--- config.mk ---
export PLATFORM = sky130hd
export DESIGN_NAME = deadlock_avoidance_checker_core
export DESIGN_NICKNAME = d
export VERILOG_FILES = /design/src/sv/dac_pkg.sv /design/src/sv/dac_lane.sv /design/src/sv/dac_seq.sv /design/src/sv/deadlock_avoidance_checker_core.sv
export SDC_FILE = /design/constraint.sdc
export NUM_CORES = 1
export LEC_CHECK = 0
export BUFFER_PORTS_ARGS = -buffer_cell sky130_fd_sc_hd__buf_2
export CAP_MARGIN = 25
export CELL_PAD_IN_SITES_DETAIL_PLACEMENT = 0
export CELL_PAD_IN_SITES_GLOBAL_PLACEMENT = 1
export CORE_AREA = 4 4 278 280
export DETAILED_ROUTE_END_ITERATION = 10
export DIE_AREA = 0 0 282 284
export GPL_ROUTABILITY_DRIVEN = 0
export PLACE_DENSITY = 0.84
export SETUP_SLACK_MARGIN = 0.3
export SLEW_MARGIN = 20
export SYNTH_ARGS = -nofsm -noshare
export SYNTH_HDL_FRONTEND = slang
export SYNTH_SLANG_ARGS = --single-unit
--- constraint.sdc ---
create_clock -name aclk -period 9.18 [get_ports aclk]
set_input_delay 0 -clock aclk [delete_from_list [all_inputs] [get_ports aclk]]
set_output_delay 0 -clock aclk [all_outputs]
set_load 0.1 [all_outputs]
--- src/sv/dac_pkg.sv ---
// Shared types and constants for the deadlock avoidance checker.
// Used by dac_lane, dac_seq and deadlock_avoidance_checker_core.
package dac_pkg;

    localparam int DEF_MAX_PROCESSES  = 8;
    localparam int DEF_RESOURCE_TYPES = 4;

    localparam int PROC_W      = 3;     // process index field
    localparam int MODE_W      = 3;
    localparam int KIND_W      = 2;
    localparam int AMT_W       = 8;
    localparam int AMT_FIELDS  = 4;     // amounts carried per request
    localparam int AVAIL_W     = 12;
    localparam int AVAIL_MAX   = 4095;
    localparam int PROC_LIMIT  = 8;     // longest safe sequence
    localparam int RES_LIMIT   = 4;
    localparam int CNT_W       = 4;     // holds 0..PROC_LIMIT
    localparam int RCNT_W      = 3;
    localparam int IN_DATA_W   = 40;
    localparam int OUT_DATA_W  = 8;
    localparam int CFG_ADDR_W  = 1;
    localparam int CFG_DATA_W  = 4;

    localparam logic [CFG_ADDR_W-1:0] CFG_ACTIVE_PROCESSES = 1'b0;
    localparam logic [CFG_ADDR_W-1:0] CFG_ACTIVE_RESOURCES = 1'b1;

    typedef enum logic [MODE_W-1:0] {
        MODE_LOAD_ALLOC = 3'd0,
        MODE_LOAD_MAX   = 3'd1,
        MODE_SET_AVAIL  = 3'd2,
        MODE_REQUEST    = 3'd3,
        MODE_CHECK      = 3'd4
    } mode_t;

    typedef enum logic [KIND_W-1:0] {
        KIND_LOAD_DONE = 2'd0,
        KIND_REJECT    = 2'd1,
        KIND_UNSAFE    = 2'd2,
        KIND_SAFE      = 2'd3
    } kind_t;

    typedef enum logic [2:0] {
        LOP_NONE,
        LOP_LOAD_ALLOC,
        LOP_LOAD_MAX,
        LOP_SET_AVAIL,
        LOP_GRANT,
        LOP_WORK_INIT,
        LOP_RELEASE
    } lane_op_t;

    typedef enum logic [2:0] {
        ST_IDLE,
        ST_DECODE,
        ST_PREP,
        ST_SCAN,
        ST_REPLY,
        ST_EMIT
    } state_t;

    typedef struct packed {
        lane_op_t          op;
        logic [PROC_W-1:0] row;
    } lane_ctrl_t;

    typedef struct packed {
        logic req_ok;   // request fits max and available
        logic need_ok;  // need of the addressed row fits the working count
    } lane_stat_t;

endpackage

--- src/sv/dac_lane.sv ---
// One resource column: allocation and maximum entries per process, available
// and working counts. Depends on dac_pkg.
module dac_lane #(
    parameter int ROWS = 8
) (
    input  logic                      aclk,
    input  logic                      aresetn,
    input  dac_pkg::lane_ctrl_t       ctrl,
    input  logic                      active,
    input  logic [dac_pkg::AMT_W-1:0] amount,
    output dac_pkg::lane_stat_t       stat
);
    import dac_pkg::*;

    localparam int ROW_W = (ROWS > 1) ? $clog2(ROWS) : 1;

    logic [AMT_W-1:0]   alloc_reg [ROWS];
    logic [AMT_W-1:0]   max_reg   [ROWS];
    logic [AVAIL_W-1:0] avail_reg;
    logic [AVAIL_W-1:0] work_reg;

    logic [ROW_W-1:0]   idx;
    logic [AMT_W-1:0]   rd_alloc;
    logic [AMT_W-1:0]   rd_max;
    logic [AMT_W:0]     want;
    logic [AMT_W:0]     need;
    logic [AVAIL_W:0]   release_sum;
    logic [AVAIL_W-1:0] work_rel;

    assign idx      = ctrl.row[ROW_W-1:0];
    assign rd_alloc = alloc_reg[idx];
    assign rd_max   = max_reg[idx];

    assign want = {1'b0, rd_alloc} + {1'b0, amount};
    // signed need; negative when allocation was loaded above maximum
    assign need = {1'b0, rd_max} - {1'b0, rd_alloc};

    assign release_sum = {1'b0, work_reg} + (AVAIL_W + 1)'(rd_alloc);
    assign work_rel    = (release_sum > (AVAIL_W + 1)'(AVAIL_MAX)) ?
                         AVAIL_W'(AVAIL_MAX) : release_sum[AVAIL_W-1:0];

    always_comb begin
        stat.req_ok  = !active ||
                       ((want <= {1'b0, rd_max}) && (AVAIL_W'(amount) <= avail_reg));
        stat.need_ok = !active ||
                       ($signed({{(AVAIL_W - AMT_W){need[AMT_W]}}, need}) <=
                        $signed({1'b0, work_reg}));
    end

    always_ff @(posedge aclk) begin
        if (!aresetn) begin
            for (int r = 0; r < ROWS; r++) begin
                alloc_reg[r] <= '0;
                max_reg[r]   <= '0;
            end
            avail_reg <= '0;
        end else begin
            case (ctrl.op)
                LOP_LOAD_ALLOC: alloc_reg[idx] <= amount;
                LOP_LOAD_MAX:   max_reg[idx]   <= amount;
                LOP_SET_AVAIL:  avail_reg      <= AVAIL_W'(amount);
                LOP_GRANT: begin
                    if (active) begin
                        alloc_reg[idx] <= want[AMT_W-1:0];
                        avail_reg      <= avail_reg - AVAIL_W'(amount);
                    end
                end
                default: ;
            endcase
        end
    end

    // working count is scratch for the scan, no reset needed
    always_ff @(posedge aclk) begin
        if (ctrl.op == LOP_WORK_INIT) begin
            work_reg <= avail_reg;
        end else if (ctrl.op == LOP_RELEASE && active) begin
            work_reg <= work_rel;
        end
    end

endmodule

--- src/sv/dac_seq.sv ---
// Request decoder, safety scan sequencer, lane merge and result register.
// Depends on dac_pkg; drives the dac_lane instances through lane_ctrl_t.
module dac_seq #(
    parameter int MAX_PROCESSES  = dac_pkg::DEF_MAX_PROCESSES,
    parameter int RESOURCE_TYPES = dac_pkg::DEF_RESOURCE_TYPES
) (
    input  logic                       aclk,
    input  logic                       aresetn,
    input  logic                       in_valid,
    output logic                       in_ready,
    input  logic [dac_pkg::MODE_W-1:0] in_mode,
    input  logic [dac_pkg::PROC_W-1:0] in_process,
    input  logic [dac_pkg::CNT_W-1:0]  proc_cnt,
    input  dac_pkg::lane_stat_t        lane_stat [RESOURCE_TYPES],
    output dac_pkg::lane_ctrl_t        lane_ctrl,
    output logic                       out_valid,
    input  logic                       out_ready,
    output logic [dac_pkg::KIND_W-1:0] out_kind,
    output logic [dac_pkg::PROC_W-1:0] out_process,
    output logic                       out_last
);
    import dac_pkg::*;

    state_t              state_reg, state_next;
    mode_t               mode_reg;
    logic [PROC_W-1:0]   proc_reg;
    kind_t               reply_kind_reg, reply_kind_next;
    logic [CNT_W-1:0]    scan_idx_reg, scan_idx_next;
    logic [CNT_W-1:0]    seq_cnt_reg, seq_cnt_next;
    logic [PROC_W-1:0]   emit_idx_reg, emit_idx_next;
    logic [PROC_LIMIT-1:0] done_reg, done_next;
    logic [PROC_W-1:0]   order_reg [PROC_LIMIT];

    logic                out_valid_reg, out_valid_next;
    kind_t               out_kind_reg, out_kind_next;
    logic [PROC_W-1:0]   out_proc_reg, out_proc_next;
    logic                out_last_reg, out_last_next;

    logic                accept;
    logic                out_free;
    logic                all_req_ok;
    logic                all_need_ok;
    logic                finish;
    logic [PROC_W-1:0]   scan_row;

    // merge: a request or a row passes only if every lane agrees
    always_comb begin
        all_req_ok  = 1'b1;
        all_need_ok = 1'b1;
        for (int j = 0; j < RESOURCE_TYPES; j++) begin
            all_req_ok  = all_req_ok  & lane_stat[j].req_ok;
            all_need_ok = all_need_ok & lane_stat[j].need_ok;
        end
    end

    assign in_ready = (state_reg == ST_IDLE);
    assign accept   = in_valid && in_ready;
    assign out_free = !out_valid_reg || out_ready;
    assign scan_row = scan_idx_reg[PROC_W-1:0];

    always_comb begin
        state_next      = state_reg;
        reply_kind_next = reply_kind_reg;
        scan_idx_next   = scan_idx_reg;
        seq_cnt_next    = seq_cnt_reg;
        emit_idx_next   = emit_idx_reg;
        done_next       = done_reg;
        finish          = 1'b0;
        lane_ctrl.op    = LOP_NONE;
        lane_ctrl.row   = (state_reg == ST_SCAN) ? scan_row : proc_reg;

        out_valid_next  = out_valid_reg && !out_ready;
        out_kind_next   = out_kind_reg;
        out_proc_next   = out_proc_reg;
        out_last_next   = out_last_reg;

        unique case (state_reg)
            ST_IDLE: begin
                if (accept) begin
                    state_next = ST_DECODE;
                end
            end
            ST_DECODE: begin
                reply_kind_next = KIND_LOAD_DONE;
                state_next      = ST_REPLY;
                unique case (mode_reg)
                    MODE_LOAD_ALLOC: begin
                        if (int'(proc_reg) < MAX_PROCESSES) lane_ctrl.op = LOP_LOAD_ALLOC;
                    end
                    MODE_LOAD_MAX: begin
                        if (int'(proc_reg) < MAX_PROCESSES) lane_ctrl.op = LOP_LOAD_MAX;
                    end
                    MODE_SET_AVAIL: lane_ctrl.op = LOP_SET_AVAIL;
                    MODE_REQUEST: begin
                        if ({1'b0, proc_reg} >= proc_cnt || !all_req_ok) begin
                            reply_kind_next = KIND_REJECT;
                        end else begin
                            lane_ctrl.op = LOP_GRANT;
                            state_next   = ST_PREP;
                        end
                    end
                    MODE_CHECK: state_next = ST_PREP;
                    default: ;
                endcase
            end
            ST_PREP: begin
                lane_ctrl.op  = LOP_WORK_INIT;
                scan_idx_next = '0;
                seq_cnt_next  = '0;
                done_next     = '0;
                state_next    = ST_SCAN;
            end
            ST_SCAN: begin
                if (scan_idx_reg == proc_cnt) begin
                    emit_idx_next = '0;
                    if (seq_cnt_reg == proc_cnt) begin
                        state_next = ST_EMIT;
                    end else begin
                        reply_kind_next = KIND_UNSAFE;
                        state_next      = ST_REPLY;
                    end
                end else if (!done_reg[scan_row] && all_need_ok) begin
                    // row finishes: release its allocation, restart at process 0
                    finish              = 1'b1;
                    lane_ctrl.op        = LOP_RELEASE;
                    done_next[scan_row] = 1'b1;
                    seq_cnt_next        = seq_cnt_reg + CNT_W'(1);
                    scan_idx_next       = '0;
                end else begin
                    scan_idx_next = scan_idx_reg + CNT_W'(1);
                end
            end
            ST_REPLY: begin
                if (out_free) begin
                    out_valid_next = 1'b1;
                    out_kind_next  = reply_kind_reg;
                    out_proc_next  = '0;
                    out_last_next  = 1'b1;
                    state_next     = ST_IDLE;
                end
            end
            ST_EMIT: begin
                if (out_free) begin
                    out_valid_next = 1'b1;
                    out_kind_next  = KIND_SAFE;
                    out_proc_next  = order_reg[emit_idx_reg];
                    out_last_next  = ({1'b0, emit_idx_reg} + CNT_W'(1)) == proc_cnt;
                    emit_idx_next  = emit_idx_reg + PROC_W'(1);
                    if (out_last_next) state_next = ST_IDLE;
                end
            end
            default: state_next = ST_IDLE;
        endcase
    end

    always_ff @(posedge aclk) begin
        if (!aresetn) begin
            state_reg     <= ST_IDLE;
            out_valid_reg <= 1'b0;
            done_reg      <= '0;
            scan_idx_reg  <= '0;
            seq_cnt_reg   <= '0;
            emit_idx_reg  <= '0;
        end else begin
            state_reg     <= state_next;
            out_valid_reg <= out_valid_next;
            done_reg      <= done_next;
            scan_idx_reg  <= scan_idx_next;
            seq_cnt_reg   <= seq_cnt_next;
            emit_idx_reg  <= emit_idx_next;
        end
    end

    always_ff @(posedge aclk) begin
        if (accept) begin
            mode_reg <= mode_t'(in_mode);
            proc_reg <= in_process;
        end
        if (finish) begin
            order_reg[seq_cnt_reg[PROC_W-1:0]] <= scan_row;
        end
        reply_kind_reg <= reply_kind_next;
        out_kind_reg   <= out_kind_next;
        out_proc_reg   <= out_proc_next;
        out_last_reg   <= out_last_next;
    end

    assign out_valid   = out_valid_reg;
    assign out_kind    = out_kind_reg;
    assign out_process = out_proc_reg;
    assign out_last    = out_last_reg;

endmodule

--- src/sv/deadlock_avoidance_checker_core.sv ---
// Deadlock avoidance checker (banker's safety check), top level.
// Depends on dac_pkg, dac_lane and dac_seq.
//
// Usage:
//   Requests enter on s_tvalid/s_tready: s_tuser carries the mode, s_tdata the
//   process and four amounts. Results leave on m_tvalid/m_tready: m_tuser is
//   the result kind, m_tdata the process of a safe sequence entry, m_tlast
//   marks the final result of a request.
//   One request is handled at a time. Row loads and set available give their
//   single result through the decode and reply states. A resource request is
//   checked in the decode state; a granted request or a safety check then runs
//   the scan, one process row per cycle across all resource lanes at once,
//   restarting at process 0 after each finish, then one sequence entry per
//   cycle as the sink takes them. The scan loop sets the rate; the next request
//   is taken once the last result is in the output register.
//   Reset clears all tables, the available counts and the output valid flag;
//   active_processes returns to 8 and active_resources to 4.
//   A stalled sink holds the current result in the output register and the
//   sequencer waits; nothing is dropped.
//   Configuration writes (cfg_we/cfg_addr/cfg_wdata) take effect at once; the
//   user must make them only while no request is in flight; it is unchecked.
module deadlock_avoidance_checker_core #(
    parameter int MAX_PROCESSES  = dac_pkg::DEF_MAX_PROCESSES,
    parameter int RESOURCE_TYPES = dac_pkg::DEF_RESOURCE_TYPES
) (
    input  logic                           aclk,
    input  logic                           aresetn,

    input  logic                           s_tvalid,
    output logic                           s_tready,
    // [2:0] process, [10:3] amount_a, [18:11] amount_b, [26:19] amount_c,
    // [34:27] amount_d, [39:35] zero
    input  logic [dac_pkg::IN_DATA_W-1:0]  s_tdata,
    // [2:0] mode
    input  logic [dac_pkg::MODE_W-1:0]     s_tuser,

    output logic                           m_tvalid,
    input  logic                           m_tready,
    // [2:0] sequence_process, [7:3] zero
    output logic [dac_pkg::OUT_DATA_W-1:0] m_tdata,
    // [1:0] kind
    output logic [dac_pkg::KIND_W-1:0]     m_tuser,
    output logic                           m_tlast,

    input  logic                           cfg_we,
    input  logic [dac_pkg::CFG_ADDR_W-1:0] cfg_addr,
    input  logic [dac_pkg::CFG_DATA_W-1:0] cfg_wdata
);
    import dac_pkg::*;

    localparam int ROWS = (MAX_PROCESSES < PROC_LIMIT) ? MAX_PROCESSES : PROC_LIMIT;
    localparam int RLIM = (RESOURCE_TYPES < RES_LIMIT) ? RESOURCE_TYPES : RES_LIMIT;

    logic [CNT_W-1:0]  active_processes_reg;
    logic [RCNT_W-1:0] active_resources_reg;
    logic [CNT_W-1:0]  proc_cnt;
    logic [RCNT_W-1:0] res_cnt;

    logic [AMT_W-1:0]  amt_reg [AMT_FIELDS];
    lane_ctrl_t        lane_ctrl;
    lane_stat_t        lane_stat [RESOURCE_TYPES];
    logic [PROC_W-1:0] out_process;

    always_ff @(posedge aclk) begin
        if (!aresetn) begin
            active_processes_reg <= CNT_W'(8);
            active_resources_reg <= RCNT_W'(4);
        end else if (cfg_we) begin
            unique case (cfg_addr)
                CFG_ACTIVE_PROCESSES: active_processes_reg <= cfg_wdata[CNT_W-1:0];
                CFG_ACTIVE_RESOURCES: active_resources_reg <= cfg_wdata[RCNT_W-1:0];
                default: ;
            endcase
        end
    end

    // clamp counts to between one and what the tables hold
    always_comb begin
        if (active_processes_reg == '0) proc_cnt = CNT_W'(1);
        else if (active_processes_reg > CNT_W'(ROWS)) proc_cnt = CNT_W'(ROWS);
        else proc_cnt = active_processes_reg;

        if (active_resources_reg == '0) res_cnt = RCNT_W'(1);
        else if (active_resources_reg > RCNT_W'(RLIM)) res_cnt = RCNT_W'(RLIM);
        else res_cnt = active_resources_reg;
    end

    always_ff @(posedge aclk) begin
        if (s_tvalid && s_tready) begin
            for (int k = 0; k < AMT_FIELDS; k++) begin
                amt_reg[k] <= s_tdata[PROC_W + k*AMT_W +: AMT_W];
            end
        end
    end

    for (genvar j = 0; j < RESOURCE_TYPES; j++) begin : g_lane
        logic [AMT_W-1:0] lane_amt;
        logic             lane_active;

        if (j < AMT_FIELDS) begin : g_amt
            assign lane_amt = amt_reg[j];
        end else begin : g_zero
            assign lane_amt = '0;
        end
        assign lane_active = res_cnt > RCNT_W'(j);

        dac_lane #(
            .ROWS(ROWS)
        ) u_lane (
            .aclk    (aclk),
            .aresetn (aresetn),
            .ctrl    (lane_ctrl),
            .active  (lane_active),
            .amount  (lane_amt),
            .stat    (lane_stat[j])
        );
    end

    dac_seq #(
        .MAX_PROCESSES  (MAX_PROCESSES),
        .RESOURCE_TYPES (RESOURCE_TYPES)
    ) u_seq (
        .aclk        (aclk),
        .aresetn     (aresetn),
        .in_valid    (s_tvalid),
        .in_ready    (s_tready),
        .in_mode     (s_tuser),
        .in_process  (s_tdata[PROC_W-1:0]),
        .proc_cnt    (proc_cnt),
        .lane_stat   (lane_stat),
        .lane_ctrl   (lane_ctrl),
        .out_valid   (m_tvalid),
        .out_ready   (m_tready),
        .out_kind    (m_tuser),
        .out_process (out_process),
        .out_last    (m_tlast)
    );

    assign m_tdata = {{(OUT_DATA_W - PROC_W){1'b0}}, out_process};

endmodule
* Word level (Yosys, flattened, before mapping)
Memories as Yosys holds them, arrays and structs flattened. A register that Yosys moved wholly into a read port is not among the register bits.
Cells that the tools add are included.
** Storage, ports and cells
- Flip-flop bits (word level) :: 140
- Latch bits :: 0
- Bits in writable memories :: 568
- Memory bits (read-only) :: 0
- Bits of input ports :: 53
- Output and inout port bits :: 13
- Logic and storage cells :: 313
- Memories kept :: 10
** Memories
- g_lane[0].u_lane.alloc_reg :: depth 8, width 8, rd ports 1, clocked after memory_dff 0, wr ports 8, line dac_lane.sv:17 : logic [AMT_W-1:0] alloc_reg [ROWS];
- g_lane[0].u_lane.max_reg :: depth 8, width 8, rd ports 1, clocked after memory_dff 0, wr ports 8, line dac_lane.sv:18 : logic [AMT_W-1:0] max_reg [ROWS];
- g_lane[1].u_lane.alloc_reg :: depth 8, width 8, rd ports 1, clocked after memory_dff 0, wr ports 8, line dac_lane.sv:17
- g_lane[1].u_lane.max_reg :: depth 8, width 8, rd ports 1, clocked after memory_dff 0, wr ports 8, line dac_lane.sv:18
- g_lane[2].u_lane.alloc_reg :: depth 8, width 8, rd ports 1, clocked after memory_dff 0, wr ports 8, line dac_lane.sv:17
- g_lane[2].u_lane.max_reg :: depth 8, width 8, rd ports 1, clocked after memory_dff 0, wr ports 8, line dac_lane.sv:18
- 4 more memories
** Operators by class
- $add $sub $neg :: 20
- Multiply operators :: 0
- Div/mod/pow operators :: 0
- Magnitude comparators :: 25
- Equal/unequal tests :: 30
- Shift operators :: 0
- Muxes and demuxes :: 130
- Bitwise gates (word level) :: 12
- Reduce and logical (&&, ||, !) cells :: 64
** Operator list (count)
- $mux 12 :: 16
- $mux 8 :: 14
- $pmux 12 s2 :: 4
- $mux 3 :: 25
- $reduce_or 8->1 :: 8
- $add 12x8->13 :: 4
- $gt 13x12->1 const B :: 4
- $le 9x13->1 :: 4
- $le 8x12->1 :: 4
- $sub 12x8->12 :: 4
- $mux 1 :: 46
- $add 8x8->9 :: 4
- $le 9x8->1 :: 4
- $sub 8x8->9 :: 4
- $mux 4 :: 6
- $eq 3x2->1 const B :: 6
- $eq 3x3->1 const B :: 6
- $pmux 3 s2 :: 3
- $pmux 3 s6 :: 1
- $reduce_bool 2->1 :: 9
- $pmux 4 s2 :: 2
- $pmux 8 s2 :: 1
- $ne 2x1->1 const B :: 7
- $reduce_and 2->1 :: 7
- other kinds (32) :: 88

* Depth between registers and ports, before layout
Gate-level depths: netlist of run 1.
An unclocked memory read counts as a cell.
- Depth in word-level cells :: 22
- Depth in mapped cells :: 34
- Gate-level depth less buffers :: 29

* Cells and area by module
Synthesis of run 1 repeated with hierarchy kept, for this count alone.
** Second synthesis, totals
- Cell total of the unflattened synthesis :: 3772
- Area total of the unflattened synthesis :: 41061.9 um^2
** Modules (own cells, without submodules)
- dac_lane at g_lane[2].u_lane :: times used 1, cells an instance 888, area each 9367.7 um^2, seq. area each 4444.3 um^2
- dac_lane at g_lane[1].u_lane :: times used 1, cells an instance 848, area each 9120.0 um^2, seq. area each 4444.3 um^2
- dac_lane at g_lane[3].u_lane :: times used 1, cells an instance 848, area each 9111.2 um^2, seq. area each 4444.3 um^2
- dac_lane at g_lane[0].u_lane :: times used 1, cells an instance 843, area each 9052.4 um^2, seq. area each 4444.3 um^2
- dac_seq :: times used 1, cells an instance 267, area each 3070.4 um^2, seq. area each 1661.6 um^2
- deadlock_avoidance_checker_core :: times used 1, cells an instance 78, area each 1340.0 um^2, seq. area each 1101.1 um^2

* Worst setup path before layout of run 1
Ideal clock, no wire load.
- Path kind :: register to register
- Start point :: register u_seq.scan_idx_reg[2]
- End point :: memory g_lane[3].u_lane.alloc_reg[0][0], enable pin
- Library setup time :: 0.384 ns
- Arrival :: 6.954 ns
- Required time :: 8.796 ns
- Slack :: 1.842 ns
- Stages on the path, launching flop included :: 28
- Buffers on the path :: 6
- Clock period less this slack :: 7.338 ns
- Cells stage by stage :: dfxtp_1 clkbuf_1 clkbuf_1 mux2i_1 clkbuf_1 nand3_1 clkbuf_1 buf_1 o22ai_1 nor4_1 inv_1 fa_1 nor2b_1 nor3_1 nor2_1 o21a_1 nor2_1 xnor2_1 ha_1 a211o_1 nor4_1 nor3_1 o41ai_4 o2111ai_4 buf_2 nor3_2 nor2_1 o21ai_0
** RTL lines
- from (decl) :: line dac_seq.sv:28 : logic [CNT_W-1:0] scan_idx_reg, scan_idx_next;
- from (signal assigned) :: line dac_seq.sv:168 : scan_idx_reg <= scan_idx_next;
- to (decl) :: line dac_lane.sv:17

* Worst setup path in the final report of run 1
- Start point :: register u_seq.state_reg[2]
- End point :: register g_lane[1].u_lane.work_reg[10], enable pin
** On the way
- Word-level cells in the longest chain between the ends :: 18
- Elaborated cells between the ends (all ways) :: 58
- Classes of those cells :: 8 x add/sub; 8 x order compare; 5 x eq/ne; 6 x mux; 6 x bitwise; 17 x reduce/logical; 8 x memory
** RTL lines
- from (decl) :: line dac_seq.sv:24 : state_t state_reg, state_next;
- from (signal assigned) :: line dac_seq.sv:165 : state_reg <= state_next;
- $eq 3x2->1 :: line dac_seq.sv:70, dac_seq.sv:77
- $mux 3 :: line dac_seq.sv:70 : lane_ctrl.row = (state_reg == ST_SCAN) ? scan_row : proc_reg;
- $mem_v2 8x8
- $add 8x8->9 :: line dac_lane.sv:34 : assign want = {1'b0, rd_alloc} + {1'b0, amount};
- $le 9x8->1 :: line dac_lane.sv:44 : ((want <= {1'b0, rd_max}) && (AVAIL_W'(amount) <= avail_reg));
- $logic_and 1x1->1 :: line dac_lane.sv:44
- $logic_or 1x1->1 :: line dac_lane.sv:43 : stat.req_ok = !active ||
- $and 1x1->1 (3 in series) :: line dac_seq.sv:51 : all_req_ok = all_req_ok & lane_stat[j].req_ok;
- $logic_not 1->1 :: line dac_seq.sv:95 : if ({1'b0, proc_reg} >= proc_cnt || !all_req_ok) begin
- $logic_or 1x1->1 :: line dac_seq.sv:95
- $mux 3 :: line dac_seq.sv:95
- $pmux 3 s4 :: line dac_seq.sv:86 : unique case (mode_reg)
- $pmux 3 s3 * :: line dac_seq.sv:77 : unique case (state_reg)
- $eq 3x3->1 :: line dac_lane.sv:77 : end else if (ctrl.op == LOP_RELEASE && active) begin
- $logic_and 1x1->1 :: line dac_lane.sv:77
- $reduce_bool 2->1 (no source line) *
- to (signal assigned) :: line dac_lane.sv:76 : work_reg <= avail_reg;
- to (signal assigned) :: line dac_lane.sv:78 : work_reg <= work_rel;
- to (decl) :: line dac_lane.sv:20 : logic [AVAIL_W-1:0] work_reg;
Mark *: on every way between the ends. The rest lies on a longest branch, timed or not.
A chain may end at the register's enable or synchronous reset.

==> results.md, run 1 <==
- The run finished with clean final reports.
- The worst setup path is captured at a flip-flop.
- The initial cell density of the core is 51.0%.
- The port buffer count is 55.
- Setup repair after global routing left no endpoint under its margin.
- The overall power is 10.8 mW.
- In the routed design, unresolved DRC markers number 0.
- The end of the worst register-to-register path is g_lane[1].u_lane.work_reg[10].
- The total area inside the core boundary comes to 0.0744 mm2.
- The clock network is responsible for 30.6% of the overall power.
- In this run, CTS created clock tree buffers numbering 79.
- The synthesized area is 0.0379 mm2.
- The number of buffers and inverters on the critical path is 8.
- The number of instances in the synthesized netlist is 3,557.
- 66 I/O pins were placed.
- Global routing finished with a remaining overflow of 0.
- The largest driver fanout on the critical path is 28.
- The net switching component of the power is 3.75 mW.
- The sum of negative setup slack is 0 ps.
- Synthesis inferred 711 register bits.
- The data arrival time of the worst path is 8910 ps.
- From left edge to right edge, the die measures 282 um.
- At the later pin of the worst-skew pair, clock insertion delay measures 640 ps.
- The die is 284 um tall.
- The combinational share of power is 34.1%.
- The peak clock frequency supported by timing is 0.116 GHz.
- The maximum single-stage delay on the critical path is 680 ps.
- The number of placed cells counting well taps is 4,573.
- The clock root buffer is clkbuf_16.
- The layout overhead on the synthesized area is 15.0%.
- The number of detailed-route iterations in the first pass is 6.
- The final-report max-slew violation count is 0.
- The total leakage power is 16.4 nW.
- The floorplan row count is 100.
- Cells fill 58.6% of the core in the end.
- Setup violations remaining at the end of the flow were counted as 0.
- 0 antenna diodes ended up in the layout.
- The clock-pin slew of the registers on the worst-case setup and hold paths is 60 ps.
- The most frequent standard cell in the layout excluding fill and tap cells is edfxtp_1.
- The routed layout has 30,000 vias.
- For this run, the post-layout net count is 4,028.
- The slew at the pin closest to its max-slew limit is 973 ps.
- VDD sags by at most 0.173 mV.
- Counting I/O delays and the setup requirement, the final critical path takes 8590 ps.
- The switching part of the total power is 34.6%.
- The post-layout instance count excluding filler cells is 4,773.
- The H-tree was split into 3 levels.
- The post-synthesis cell type count is 80.
- The count of yosys warnings during synthesis is 0.
- The average instance in the mapped netlist occupies 10.7 um2.
- The maximum number of pins on one net before global-route repair is 191.
- The library cell contributing the largest single delay on the critical path is nor4_1.
- The start of the worst register-to-register path is u_seq.state_reg[2].
- The total placed instance area is 0.0403 mm2.
- The final worst-path cycle share is 93.6%.
- The initial antenna violation count is 1.
- The post-route netlist has 11.8% of its cells at a drive strength greater than 1.
- The tool flagged a number of max-cap violations equal to 0.
- The worst setup path is launched from a flip-flop.
- Between clock sinks in the finished design, the worst skew comes to 24.7 ps.
- The reg2reg setup slack is 590 ps.
- CTS saw 711 sinks.
- The die covers 0.0801 mm2.
- The startpoint of the worst hold path is s_tdata[27].
- The fraction of the yosys area taken by sequential cells is 54.1%.
- The first global-routing pass estimated 175,000 um of wire.
- The overall routed net length is 116,000 um.
- The worst path required time is 9490 ps.
- The sequential share of power is 35.3%.
- The longest clock path from root to sink contains 3 buffers.
- Among all flip-flop cells after synthesis, the most frequent one is edfxtp_1.
- The final design area excluding fillers is 0.0436 mm2.
- The total count of hold-check failures in the final report is 0.
- The average wire per standard cell is 24.4 um.
- The detailed-route vias per instance is 6.28.
- After the first detailed-routing iteration, the DRC count stood at 3,559.
- The global-route total usage across every layer is 28.6%.
- Leaving out fill and tap cells, the most frequent cells in the layout are 630 x edfxtp_1, 400 x nor2_1, 314 x nor3_1, 261 x nand2_1, 218 x ha_1.
- The worst min-delay path endpoint is amt_reg[3][0].
- The pre-CTS worst setup slack is 664 ps.
- The type of the worst setup path is reg2reg.
- In this design, the largest share of critical-path delay is due to simple AND/OR/NAND/NOR gates.
- In this run the worst hold path is classified as in2reg.
- The layout has 6,108 filler cells.
- Across all setup checks in the final design, the least slack found is 586 ps.
- The total power density per cell area is 248 mW/mm2.
- Measured against its own limit, the worst slew margin works out to 35.1%.
- Yosys mapped a number of flops with a built-in enable equal to 630.
- The count of nets left with antenna violations after detail routing is 0.
- The internal cell power is 7.06 mW.
- Summed over all nets, the half-perimeter wirelength after detailed placement is 80,600 um.
- The post-synthesis async set-or-reset flop share is 0%.
- The depth of the most critical reg-to-reg path is 26.
- The via count of the first global-routing pass is 28,700.
- In this design, the critical path's most frequently occurring cell is buf_4.
- The worst hold slack across all endpoints is 74.1 ps.
- The number of cells traversed by the worst hold path is 2.
- TritonCTS built the clock tree.
routing by layer:
metal | GRT usage [%] | part of all wire (%)
met2 | 44.5 | 46
met3 | 4.84 | 9.8
met5 | 0 | 0
met4 | 10.9 | 4.2
met1 | 40.3 | 40
repair_timing:
item / CTS / global route
endpoints found under the setup margin: 0 / 479
buffers inserted: 0 / 3
gates resized for setup: 0 / 12
hold buffers: 53 / 0
hold endpoints to repair: 69 / 0
logic make-up after synthesis:
family / after synthesis / share of synthesized area [%]
muxes: 63 / 2.21
and+or+nand+nor: 1299 / 15.9
buffers and inverters: 360 / 3.64
adders and majority gates: 234 / 8.03
DFF: 711 / 54.1
other: 1 / 0.00988
xor gates and xnor gates: 91 / 2.10
AOI/OAI and AO/OA: 798 / 14.0
area by class of cell:
class | count | area (um2) | share of cell area [%]
Clock buffer | 99 | 2140 | 4.90
Clock inverter | 45 | 542 | 1.24
Inverter | 169 | 634 | 1.45
Multi-Input combinational cell | 2490 | 16300 | 37.5
Sequential cell | 711 | 20500 | 47.1
Tap cell | 969 | 1210 | 2.78
Timing Repair Buffer | 290 | 2210 | 5.07
worst max-delay path by stage:
stage | startpoint | end | slack, ps | cells past startpoint
after floorplan | u_seq.scan_idx_reg[2] | g_lane[3].u_lane.alloc_reg[0][0] | 1840 | 27
after global placement | u_seq.state_reg[2] | g_lane[2].u_lane.alloc_reg[3][3] | 390 | 26
after detailed placement | u_seq.state_reg[2] | g_lane[1].u_lane.work_reg[5] | 660 | 27
after CTS | u_seq.state_reg[2] | g_lane[1].u_lane.work_reg[2] | 600 | 27
after global routing | u_seq.state_reg[2] | g_lane[1].u_lane.work_reg[2] | 330 | 26
final | u_seq.state_reg[2] | g_lane[1].u_lane.work_reg[10] | 590 | 26
power groups by stage:
stage               Combinational (mW)  Clock [mW]  Sequential, mW
floorplan                         2.47           0            3.86
global placement                  3.52           0            3.88
detailed placement                3.57           0            3.89
CTS                               3.62        3.33            3.82
global route                      4.05        3.47            3.83
finish                            3.68        3.31            3.82
worst reg2reg max path, delay by kind of cell (launching register included):
kind	cells	cell delay, ps
AOI/OAI and AO/OA	8	2310
buffers and inverters	8	2050
adders and majority gates	2	640
DFF	1	480
and+or+nand+nor	8	2810
synth_stat cells, drive strengths merged (49+ instances only):
library cell	instances	area share (%)
nor3	318	4.2
a21o	49	0.97
dfxtp	81	4.3
a21oi	159	2.1
ha	218	7.2
nand2	266	2.6
clkbuf	144	1.4
edfxtp	630	50
o21ai	149	2.0
inv	143	1.4
xnor2	64	1.5
o22ai	124	2.0
nor2	404	4.0
nand3	107	1.4
Power figures use the tool's default switching activity.
==> inputs of run 2 (changes only) <==
--- a/config.mk
+++ b/config.mk
@@ -5,17 +5,19 @@
 export SDC_FILE = /design/constraint.sdc
 export NUM_CORES = 1
 export LEC_CHECK = 0
+export ABC_CLOCK_PERIOD_IN_PS = 8100
 export BUFFER_PORTS_ARGS = -buffer_cell sky130_fd_sc_hd__buf_2
 export CAP_MARGIN = 25
 export CELL_PAD_IN_SITES_DETAIL_PLACEMENT = 0
 export CELL_PAD_IN_SITES_GLOBAL_PLACEMENT = 1
-export CORE_AREA = 4 4 278 280
+export CORE_AREA = 4 4 287 289
 export DETAILED_ROUTE_END_ITERATION = 10
-export DIE_AREA = 0 0 282 284
+export DIE_AREA = 0 0 291 293
 export GPL_ROUTABILITY_DRIVEN = 0
 export PLACE_DENSITY = 0.84
 export SETUP_SLACK_MARGIN = 0.3
 export SLEW_MARGIN = 20
 export SYNTH_ARGS = -nofsm -noshare
 export SYNTH_HDL_FRONTEND = slang
+export SYNTH_HIERARCHICAL = 1
 export SYNTH_SLANG_ARGS = --single-unit
==> constraint.sdc (replaced) <==
create_clock -name aclk -period 8.1 [get_ports aclk]
set_input_delay 0 -clock aclk [delete_from_list [all_inputs] [get_ports aclk]]
set_output_delay 0 -clock aclk [all_outputs]
set_load 0.1 [all_outputs]
==> results.md, run 2 <==
- The cell family contributing the most delay on the critical path is simple AND/OR/NAND/NOR gates.
- The height of the chip is 293 um (+3.2%).
- Yosys attributes the largest share of cell area to edfxtp_1 46%, ha_1 6.6%, nor2_1 4.2%.
- The worst relative slew slack is 44.1% (+9.0 points).
- The overall routed net length came to 116,000 um (-0.51%).
- The worst voltage drop across the vdd grid is 0.174 mV (+0.53%).
- The number of nets in the final layout is 4,419 (+9.7%).
- The clock root buffer is clkbuf_16.
- The final clock skew is 41.6 ps (+16.9 ps).
- The layout filler cell count is 6,449 (+5.6%).
- The count of inserted antenna diode cells is 0 (unchanged).
- The maximum number of pins on one net before global-route repair was 72 (-62%).
- Setup repair after global routing left no endpoint under its margin.
- Sorting the synthesized cells by how often they occur yields 630 x edfxtp_1, 459 x nor2_1, 259 x nand2_1.
- The post-layout utilization of the core came to 61.1% (+2.5 points).
- The number of sinks driven by the clock tree is 711 (unchanged).
- The reg2reg setup slack is 590 ps (about the same).
- The total power density per cell area was 271 mW/mm2 (+9.5%).
- The fraction of the yosys area taken by sequential cells came to 50.0% (-4.1 points).
- The area growth from synthesis to layout is 18.9%.
- The standard cell core area is 0.0799 mm2 (+7.3%).
- The post-synthesis mux area share is 6.71% (+4.5 points).
- The slew at the pin closest to its max-slew limit is 838 ps (-135 ps).
- The top cell type's share of synthesized area is 46.1% (-3.8 points).
- The floorplan row count is 104 (+4.0%).
- The number of enable-type register cells in the synthesized netlist came to 630 (unchanged).
- The library cell with the highest instance count after synthesis is edfxtp_1.
- The number of ports placed on the die boundary is 66 (unchanged).
- The proportion of layout cells with a drive suffix above 1 is 19.1% (+7.3 points).
- The half-perimeter wire length of the detailed placement result is 82,800 um (+2.8%).
- The H-tree depth is 3 (unchanged).
- The worst path required time was 8420 ps (-1070 ps).
- The most frequent standard cell in the layout excluding fill and tap cells is edfxtp_1.
- The number of buffers and inverters on the critical path is 6 (-2).
- The top cell types in the final layout, fill and taps aside, are 630 x edfxtp_1, 455 x nor2_1, 310 x buf_4, 252 x nand2_1, 214 x ha_1.
- The detailed-route vias per instance is 6.04 (-3.9%).
- The clock-pin slew of the registers on the worst-case setup and hold paths is 60 ps (about the same).
- The final worst-path cycle share is 92.8% (-0.87 points).
- STA classifies the critical path startpoint as a flip-flop.
- The detailed-route DRC error count is 0 (unchanged).
- The post-synthesis cell type count came to 119 (+49%).
- The peak clock frequency supported by timing is 0.133 GHz (+14%).
- The total of flip-flops plus latches after synthesis is 711 (unchanged).
- The count of routing violations after the opening detailed-route iteration was 2,887 (-19%).
- The overall overflow remaining after global route is 0 (unchanged).
- The worst-skew pair later-pin latency was 640 ps (about the same).
- The basic-gate share of the synthesized area counting and, or, nand and nor cells came to 16.7% (+0.82 points).
- The multi-input logic area was 0.0194 mm2 (+19%).
- The post-synthesis async set-or-reset flop share came to 0% (unchanged).
- The post-synthesis compound-gate area fraction is 13.4% (-0.63 points).
- The total vias in the final route is 31,800 (+5.9%).
- The initial antenna violation count is 0 (-1).
- The area share of xor/xnor cells in the synthesized design came to 1.96% (-0.14 points).
- The count of max-cap constraint violations is 0 (unchanged).
- The via count of the first global-routing pass is 31,100 (+8.5%).
- The final-report max-slew violation count is 0 (unchanged).
- The largest driver fanout on the critical path is 14 (-50%).
- The total leakage power was 19.3 nW (+17%).
- The wire length of the first global-routing pass is 178,000 um (+1.2%).
- The x dimension of the die is 291 um (+3.2%).
- The synthesized area came to 0.0411 mm2 (+8.2%).
- The flow ran to the end, and the final reports show no timing, DRC or antenna violations.
- The count of nets left with antenna violations after detail routing was 0 (unchanged).
- Among all flip-flop cells after synthesis, the most frequent one is edfxtp_1.
- The clock buffer count from CTS is 80 (+1.3%).
- The maximum single-stage delay on the critical path was 670 ps (about the same).
- The initial cell density of the core is 51.4% (+0.44 points).
- The type of the worst setup path is reg2reg.
- The global-route total usage across every layer was 26.2% (-2.4 points).
- The average wire per standard cell is 22.0 um (-9.7%).
- The data arrival time of the worst path is 7830 ps (-1080 ps).
- The path type of the worst min-delay path is in2reg.
- The total die area came to 0.0853 mm2 (+6.5%).
- TritonCTS built the clock tree.
- The count of endpoints failing setup in the final report came to 0 (unchanged).
- After synthesis, the largest family of logic cells by area is simple AND/OR/NAND/NOR gates.
- The shortest clock period the worst path allows after layout came to 7510 ps (-1080 ps).
- The worst hold slack across all endpoints was 71.3 ps (-2.81 ps).
- The total count of hold-check failures in the final report is 0 (unchanged).
- The number of instances in the synthesized netlist is 3,772 (+6.0%).
- The cell taking the most area after synthesis is edfxtp_1.
- The synthesized area per cell is 10.9 um2 (+2.1%).
- The maximum root-to-sink buffer count is 3 (unchanged).
- The worst setup path is captured at a flip-flop.
- The port buffer count is 55 (unchanged).
- The number of detailed-route iterations in the first pass is 5 (-1).
- The area share of fa/ha/maj cells after synthesis is 7.42% (-0.61 points).
- The sum of negative setup slack is 0 ps (unchanged).
- The count of yosys warnings during synthesis is 6 (+6).
- The slowest stage of the critical path is the or4b_2 cell.
- The register cell area after layout is 0.0205 mm2 (unchanged).
==> run 2: changes by cell type after synthesis, sizes merged, moves of 37 or more <==
cell | previous run | this run
mux2i | 42 | 122
o22ai | 124 | 4
nor2 | 404 | 459
nor3 | 318 | 191
nand3 | 107 | 65
nor2b | 30 | 67
buf | 47 | 102
nor4 | 32 | 75
clkbuf | 144 | 97
==> run 2: metal layers <==
layer,global-route usage [%],vias to the layer above,wire length [um]
li1,-,14900,-
met1,36.7,15500,49900
met2,43.0,1185,54700
met3,3.73,178,8460
met4,7.33,0,2780
met5,0,-,0
==> run 2: area by class of cell <==
| cell class | instances | area share (%) |
|---|---|---|
| Inverter | 168 | 1.31 |
| Multi-Input combinational cell | 2698 | 39.8 |
| Tap cell | 1060 | 2.72 |
| Clock inverter | 56 | 1.19 |
| Timing Repair Buffer | 473 | 8.64 |
| Sequential cell | 711 | 42.1 |
| Clock buffer | 94 | 4.27 |
==> run 2: final timing paths <==
check | start | endpoint | depth (start not counted)
hold reg to reg | u_seq/done_reg[1] | u_seq/done_reg[1] | 1
hold / removal | s_tdata[32] | amt_reg[3][5] | 2
setup reg to reg | u_seq/state_reg[2] | g_lane[2].u_lane/alloc_reg[5][3] | 31
setup / recovery | u_seq/state_reg[2] | g_lane[2].u_lane/alloc_reg[5][3] | 31
==> run 2: kinds of logic after synthesis <==
logic type | Yosys count
compound gates | 773
xor+xnor | 92
fa+ha+maj | 234
buf+inv | 367
flops | 711
mux | 204
other cells | 2
simple gates | 1389
==> run 2: per-stage QoR <==
| stage | setup slack, ps | cells | power, mW | cell area [um2] |
|---|---|---|---|---|
| after global placement | -9.29 | 5028 | 9.18 | 44800 |
| after floorplan | 363 | 3776 | 7.75 | 41100 |
| final | 587 | 5260 | 13.2 | 48800 |
| after detailed placement | -19.1 | 5029 | 9.25 | 44800 |
| after global routing | 215 | 5260 | 13.9 | 48800 |
| after CTS | 326 | 5237 | 13.0 | 48100 |
==> run 2: worst register-to-register path: cells and delay by family, from the launching register on <==
kind	cells	cell delay (ps)
AND/OR/NAND/NOR	10	2160
AO/OA/AOI/OAI	9	1470
buffers and inverters	6	1210
adder cells (fa/ha/maj)	3	1020
multiplexers	2	870
flip-flops	1	330
XOR/XNOR	1	170
==> run 2: power by group <==
part	total [mW]	switching [mW]	internal, mW
logic	5.05	2.93	2.12
clock network	3.71	1.56	2.15
registers	4.48	0.197	4.28
==> run 2: what timing repair did <==
item	CTS	global route
pin swaps	3	25
resized for setup	11	99
endpoints found under the hold margin	109	0
buffers inserted	7	17
hold buffers	51	0
endpoints found under the setup margin	934	1130
gates cloned	0	6
